$ cat config.mk
export PLATFORM = sky130hd
export DESIGN_NAME = positional_list_engine
export DESIGN_NICKNAME = d
export VERILOG_FILES = /design/src/hdl/plst_pkg.sv /design/src/hdl/plst_cell.sv /design/src/hdl/positional_list_engine.sv
export SDC_FILE = /design/constraint.sdc
export NUM_CORES = 2
export LEC_CHECK = 0
export ABC_CLOCK_PERIOD_IN_PS = 15500
export BUFFER_PORTS_ARGS = -buffer_cell sky130_fd_sc_hd__buf_4
export CAP_MARGIN = 20
export CORE_AREA = 3 3 271 273
export DETAILED_ROUTE_END_ITERATION = 10
export DIE_AREA = 0 0 274 276
export SLEW_MARGIN = 20
export SYNTH_ARGS = -nofsm -noshare
export SYNTH_HDL_FRONTEND = slang
export SYNTH_HIERARCHICAL = 1
export SYNTH_SLANG_ARGS = --single-unit
$ cat constraint.sdc
create_clock -name clk_i -period 15.5 [get_ports clk_i]
set_clock_uncertainty 0.1 [all_clocks]
set_input_delay 3.1 -clock clk_i [delete_from_list [all_inputs] [get_ports clk_i]]
set_output_delay 3.1 -clock clk_i [all_outputs]
set_load 0.005 [all_outputs]
$ cat src/hdl/plst_pkg.sv
package plst_pkg;

  // Command codes carried by the command field.
  typedef enum logic [1:0] {
    CMD_INSERT = 2'd0,
    CMD_REMOVE = 2'd1,
    CMD_FIND   = 2'd2
  } cmd_e;

  // Result status codes.
  typedef enum logic [2:0] {
    ST_OK        = 3'd0,
    ST_BAD_POS   = 3'd1,
    ST_EMPTY     = 3'd2,
    ST_FULL      = 3'd3,
    ST_NOT_FOUND = 3'd4
  } status_e;

  // What every cell of the chain does this cycle.
  typedef enum logic [1:0] {
    OP_HOLD   = 2'd0,
    OP_INSERT = 2'd1,
    OP_REMOVE = 2'd2
  } cell_op_e;

  localparam int unsigned WordW = 32;

  typedef struct packed {
    cell_op_e                 op;
    logic signed [WordW-1:0]  value;
  } cell_ctrl_t;

endpackage

$ cat src/hdl/plst_cell.sv
module plst_cell #(
  parameter int unsigned PosW = 5,
  parameter int unsigned Idx  = 0
) (
  input  logic                              clk_i,
  input  plst_pkg::cell_ctrl_t              ctrl_i,
  input  logic [PosW-1:0]                   pos_i,
  input  logic signed [plst_pkg::WordW-1:0] left_i,   // entry of cell Idx-1
  input  logic signed [plst_pkg::WordW-1:0] right_i,  // entry of cell Idx+1
  output logic signed [plst_pkg::WordW-1:0] entry_o,
  output logic                              hit_o
);
  import plst_pkg::*;

  localparam logic [PosW-1:0] MyIdx = PosW'(Idx);

  logic signed [WordW-1:0] entry_q, entry_d;

  always_comb begin
    entry_d = entry_q;
    unique case (ctrl_i.op)
      OP_INSERT: begin
        if (MyIdx > pos_i) begin
          entry_d = left_i;
        end else if (MyIdx == pos_i) begin
          entry_d = ctrl_i.value;
        end
      end
      OP_REMOVE: begin
        if (MyIdx >= pos_i) begin
          entry_d = right_i;
        end
      end
      default: entry_d = entry_q;
    endcase
  end

  always_ff @(posedge clk_i) begin
    entry_q <= entry_d;
  end

  assign entry_o = entry_q;
  assign hit_o   = (entry_q == ctrl_i.value);

endmodule

$ cat src/hdl/positional_list_engine.sv
// Positional list engine: an ordered list of up to CAPACITY signed 32-bit
// words held in a chain of cells, one word per cell. Every command gives
// exactly one result item (status, found position, length after the command).
// For insert and remove, each cell loads from its left neighbor, its right
// neighbor, the command value, or holds, all in the same edge, and the
// result is registered at that edge. For find, all cells compare against
// the value at acceptance and the match bits are captured, then a scan
// walks that match vector one cell per cycle while the output register is
// free, ending at the first match or at the entry count when nothing matches.
// A new item is taken when the block is not scanning and the output register
// is free or being emptied in the same cycle. The reported found position
// and length are the low 4 and 5 bits of the internal values.
module positional_list_engine #(
  parameter int unsigned CAPACITY = 16
) (
  input  logic                              clk_i,
  input  logic                              rst_ni,
  input  logic                              in_valid_i,
  output logic                              in_ready_o,
  input  logic [1:0]                        command_i,
  input  logic [4:0]                        position_i,
  input  logic signed [plst_pkg::WordW-1:0] value_i,
  output logic                              out_valid_o,
  input  logic                              out_ready_i,
  output logic [2:0]                        status_o,
  output logic [3:0]                        found_position_o,
  output logic [4:0]                        length_o
);
  import plst_pkg::*;

  // Count width holds 0..CAPACITY; the compare width also fits the
  // 5-bit position field.
  localparam int unsigned CntW = $clog2(CAPACITY + 1);
  localparam int unsigned PosW = (CntW > 5) ? CntW : 5;
  localparam logic [CntW-1:0] CapCnt = CntW'(CAPACITY);

  typedef enum logic {
    S_IDLE,
    S_SCAN
  } state_e;

  state_e              state_q;
  logic [CntW-1:0]     count_q, count_d;
  logic [CAPACITY-1:0] hit_q;
  logic [CntW-1:0]     scan_q;
  logic                out_valid_q;
  status_e             status_q;
  logic [3:0]          found_q;
  logic [4:0]          length_q;

  logic                accept;
  logic                out_free;
  logic                out_load;
  status_e             status_d;
  cell_op_e            op_d;
  cell_ctrl_t          ctrl;
  logic [PosW-1:0]     pos_ext;
  logic [PosW-1:0]     cnt_ext;
  logic [PosW-1:0]     cnt_d_ext;
  logic [PosW-1:0]     scan_ext;

  logic signed [WordW-1:0] entry [CAPACITY];
  logic [CAPACITY-1:0]     cell_hit;
  logic [CAPACITY-1:0]     hit_live;

  assign out_free   = !out_valid_q || out_ready_i;
  assign in_ready_o = (state_q == S_IDLE) && out_free;
  assign accept     = in_valid_i && in_ready_o;

  // A result is loaded at once for insert, remove and unused codes, and
  // when the find scan ends.
  assign out_load = (accept && (command_i != CMD_FIND)) ||
                    ((state_q == S_SCAN) && out_free &&
                     ((scan_q == count_q) || hit_q[0]));

  assign pos_ext   = PosW'(position_i);
  assign cnt_ext   = PosW'(count_q);
  assign cnt_d_ext = PosW'(count_d);
  assign scan_ext  = PosW'(scan_q);

  // Command checks; cells move only for a command that succeeds.
  always_comb begin
    status_d = ST_OK;
    op_d     = OP_HOLD;
    count_d  = count_q;
    unique case (command_i)
      CMD_INSERT: begin
        if (pos_ext > cnt_ext) begin
          status_d = ST_BAD_POS;
        end else if (count_q == CapCnt) begin
          status_d = ST_FULL;
        end else begin
          op_d    = OP_INSERT;
          count_d = count_q + 1'b1;
        end
      end
      CMD_REMOVE: begin
        if (count_q == '0) begin
          status_d = ST_EMPTY;
        end else if (pos_ext >= cnt_ext) begin
          status_d = ST_BAD_POS;
        end else begin
          op_d    = OP_REMOVE;
          count_d = count_q - 1'b1;
        end
      end
      CMD_FIND: status_d = ST_OK;
      default:  status_d = ST_BAD_POS;  // unused code: rejected, list kept
    endcase
  end

  assign ctrl.op    = accept ? op_d : OP_HOLD;
  assign ctrl.value = value_i;

  // The chain. End cells take the command value from the missing side;
  // what lands beyond the entry count is never read.
  for (genvar i = 0; i < CAPACITY; i++) begin : g_cell
    logic signed [WordW-1:0] left_w, right_w;
    if (i == 0) begin : g_head
      assign left_w = value_i;
    end else begin : g_left
      assign left_w = entry[i-1];
    end
    if (i == CAPACITY - 1) begin : g_tail
      assign right_w = value_i;
    end else begin : g_right
      assign right_w = entry[i+1];
    end

    plst_cell #(
      .PosW (PosW),
      .Idx  (i)
    ) u_cell (
      .clk_i   (clk_i),
      .ctrl_i  (ctrl),
      .pos_i   (pos_ext),
      .left_i  (left_w),
      .right_i (right_w),
      .entry_o (entry[i]),
      .hit_o   (cell_hit[i])
    );

    // only entries below the count may match
    assign hit_live[i] = cell_hit[i] && (PosW'(i) < cnt_ext);
  end

  always_ff @(posedge clk_i or negedge rst_ni) begin
    if (!rst_ni) begin
      state_q     <= S_IDLE;
      count_q     <= '0;
      hit_q       <= '0;
      scan_q      <= '0;
      out_valid_q <= 1'b0;
      status_q    <= ST_OK;
      found_q     <= '0;
      length_q    <= '0;
    end else begin
      if (out_load) begin
        out_valid_q <= 1'b1;
      end else if (out_ready_i) begin
        out_valid_q <= 1'b0;
      end
      unique case (state_q)
        S_IDLE: begin
          if (accept) begin
            count_q <= count_d;
            if (command_i == CMD_FIND) begin
              hit_q   <= hit_live;
              scan_q  <= '0;
              state_q <= S_SCAN;
            end else begin
              status_q    <= status_d;
              found_q     <= '0;
              length_q    <= cnt_d_ext[4:0];
            end
          end
        end
        S_SCAN: begin
          // wait here while the previous result is still held
          if (out_free) begin
            if (scan_q == count_q) begin
              status_q    <= ST_NOT_FOUND;
              found_q     <= '0;
              length_q    <= cnt_ext[4:0];
              state_q     <= S_IDLE;
            end else if (hit_q[0]) begin
              status_q    <= ST_OK;
              found_q     <= scan_ext[3:0];
              length_q    <= cnt_ext[4:0];
              state_q     <= S_IDLE;
            end else begin
              hit_q  <= hit_q >> 1;
              scan_q <= scan_q + 1'b1;
            end
          end
        end
        default: state_q <= S_IDLE;
      endcase
    end
  end

  assign out_valid_o      = out_valid_q;
  assign status_o         = status_q;
  assign found_position_o = found_q;
  assign length_o         = length_q;

endmodule

==> metrics.md <==
| Metric | Value |
|---|---|
| Die Y | 276 um |
| Ranking of synthesized cells by area | edfxtp_1 (44%), xor2_1 (13%), nand2_1 (8.2%), mux2i_1 (5.5%), a31oi_1 (5.2%) |
| Residual DRC | 0 |
| Largest stage delay, worst path | 0.85 ns |
| RSZ-0062 raised after global routing | no |
| Cell mode on critical path | buf_4 |
| Worst-Skew Late Latency | 0.62 ns |
| Leading area contributor after synthesis | edfxtp_1 |
| Syn Nets | 3578 |
| Max Slew Vio Count | 0 |
| Reg area | 0.0164 mm2 |
| Critical path cell sequence | buf_4 -> ha_1 -> a21oi_1 -> o221ai_2 -> nor3_2 -> buf_4 -> nor2b_4 -> buf_4 -> o21ai_0 -> a21oi_4 |
| DP Area | 0.0356 mm2 |
| CTS root buf | clkbuf_16 |
| Worst slew margin | 0.274 |
| Synthesized area per cell | 9.88 um2 |
| Final WL | 115 mm |
| Async set or reset register ratio after synthesis | 0.0725 |
| Die Wd | 274 um |
| Fin crit period | 6.91 ns |
| Maximum vdd drop | 61.9 uV |
| Core Rows | 98 |
| WL/cell | 25.5 um |
| Main synth FF type | edfxtp_1 |
| EDFF count, synth | 512 |
| Resized cells post-CTS | 0 |
| Count of different cell masters after synthesis | 89 |
| Critical Path Source Type | input pin |
| First-pass GRT wire length | 172 mm |
| Pwr Density | 110 mW/mm2 |
| Post-DP HPWL | 77.5 mm |
| Final instance area | 0.0378 mm2 |
| Synth Cell Area | 0.0348 mm2 |
| Vias in the first global route | 27500 |
| CTS tree | built |
| Status | finished, final reports clean |
| Final Hold Vio Count | 0 |
| CP arrival | 7.04 ns |
| Total number of yosys warnings | 6 |
| # hold bufs at CTS | 0 |
| # fillers | 6520 |
| CP Max Fanout | 65 |
| Register bit total from synthesis | 552 |
| Gr ovfl total | 0 |
| Nets | 3543 |
| Die ar. | 0.0756 mm2 |
| Share of layout cells above drive strength 1 | 0.102 |
| Crit-path slowest cell | a21oi_4 |
| Inserted Clock Buffers | 67 |
| Core ar. | 0.0714 mm2 |
| Vias | 27900 |
| Total Neg Setup Slack | 0 ns |
| Post-synth top cells | nand2_1 (757), xor2_1 (519), edfxtp_1 (512) |
| CP Data Required Time | 15.63 ns |
| DR iter-0 viols | 3042 |
| Fmax | 145 MHz |
| Top-count cell post-synth | nand2_1 |
| Worst hold path class | reg -> reg |
| Max cap viols | 0 |
| CP Capture Type | flip-flop |
| H-tree depth | 3 |
| Clock-pin transition on the worst setup and hold timing paths | 0.06 ns |
| Cells after synthesis | 3525 |
| Multi-input gate area | 0.0173 mm2 |
| Clk buf depth | 3 |
| Number of setup violations in the final report | 0 |
| Post-synth top area share | 0.441 |
| Initial antenna violation count | 1 |
| Part of the cycle the worst path needs | 0.446 |
| Largest net degree at the start of global routing | 66 |
| Number of vias per cell | 6.20 |
| Crit path kind | in -> reg |
| Initial cell density of the core | 0.488 |
| Min Hold Slack | 0.391 ns |
| Drt first pass iters | 6 |
| Final ANT Viol Nets | 0 |
| IO Pins | 57 |
| Layout area overhead | 8.44% |
| Seq/Total Area, Yosys | 0.470 |
| RePlAce Congestion | 0.886 |
| Leakage | 0.0134 uW |
| Worst-Margin Slew | 1.09 ns |
| Port buffer count | 56 |
| Post-CTS setup repair buffer count | 0 |
| Total Routing Usage GR | 0.295 |
| CTS Sinks | 552 |
==> power breakdown <==
group	internal, uW	switching (uW)	total, uW
sequential	1750	101	1850
clock	887	648	1530
combinational	279	508	787
==> placed cells by master, fill, tap and decap left out, types with 10 or more instances in the layout <==
cell type  count
xor2_1       519
o21ai_1      111
dfrtp_1       40
o21ai_0       36
o21ai_2       44
nor2_1       365
a31oi_1      288
mux2i_1      193
nand2_1      757
clkinv_1      13
edfxtp_1     512
mux2_4        30
a21oi_1       56
ha_1          10
nor4_1       129
clkbuf_1      17
clkbuf_16     70
buf_4         97
nand2_2       15
nand4_1       34
==> area by class of cell <==
| class | count | area share |
|---|---|---|
| flip-flops and latches | 552 | 0.433 |
| repair buffers | 100 | 0.0210 |
| well taps | 950 | 0.0315 |
| multi-input cells | 2758 | 0.457 |
| diodes | 1 | 0.0000662 |
| inverters | 11 | 0.00109 |
| clock buffers | 92 | 0.0499 |
| clock inverters | 30 | 0.00586 |
==> per-layer routing <==
metal	vias to the layer above	GRT usage	wire length, um
met5	-	0	20
met2	1310	0.490	55300
met1	13700	0.385	45900
met3	311	0.0515	8620
li1	12500	-	-
met4	2	0.114	4860
==> path summary, 6_finish.rpt <==
| check | end | cells past startpoint | from | slack (ns) |
|---|---|---|---|---|
| max in group asynchronous | hit_q[10] | 1 | rst_ni | 12.55 |
| hold / removal | status_o[0] | 2 | status_o[0] | 0.39 |
| hold reg to reg | status_o[0] | 2 | status_o[0] | 0.39 |
| min in group asynchronous | cnt_ext[1] | 1 | rst_ni | 2.37 |
| setup / recovery | g_cell[2].u_cell/entry_o[24] | 10 | position_i[4] | 8.59 |
| setup reg to reg | g_cell[2].u_cell/entry_o[24] | 10 | cnt_ext[0] | 10.53 |
==> through the flow <==
step	utilization	power [uW]	instances	worst slack, ns
final	0.529	4170	4494	8.59
after global routing	0.529	4330	4493	8.30
after CTS	0.528	4170	4491	8.56
after detailed placement	0.499	2640	4369	7.92
after global placement	0.499	2620	4368	8.06
after floorplan	-	2380	3525	3.73
==> critical path: cells and delay by family <==
kind | cells | cell delay [ns]
buffers and inverters | 3 | 1.46
adder cells (fa/ha/maj) | 1 | 0.39
AO/OA/AOI/OAI | 4 | 1.64
AND/OR/NAND/NOR | 2 | 0.38
==> logic make-up after synthesis <==
logic type | count (synthesis) | synth area share
AO/OA/AOI/OAI | 603 | 0.111
XOR/XNOR | 528 | 0.133
adder cells (fa/ha/maj) | 10 | 0.00359
buffers and inverters | 215 | 0.0416
flip-flops | 552 | 0.470
multiplexers | 225 | 0.0690
AND/OR/NAND/NOR | 1392 | 0.172
==> flip-flops by register name, summed over array words and instances (netlist names) <==
name / count
scan_ext: 5
hit_q: 16
found_position_o: 4
length_o: 5
g_cell.u_cell/entry_o: 512
state_q: 1
status_o: 3
out_valid_o: 1
cnt_ext: 5
Note: power is estimated with default switching activity, not from simulation.
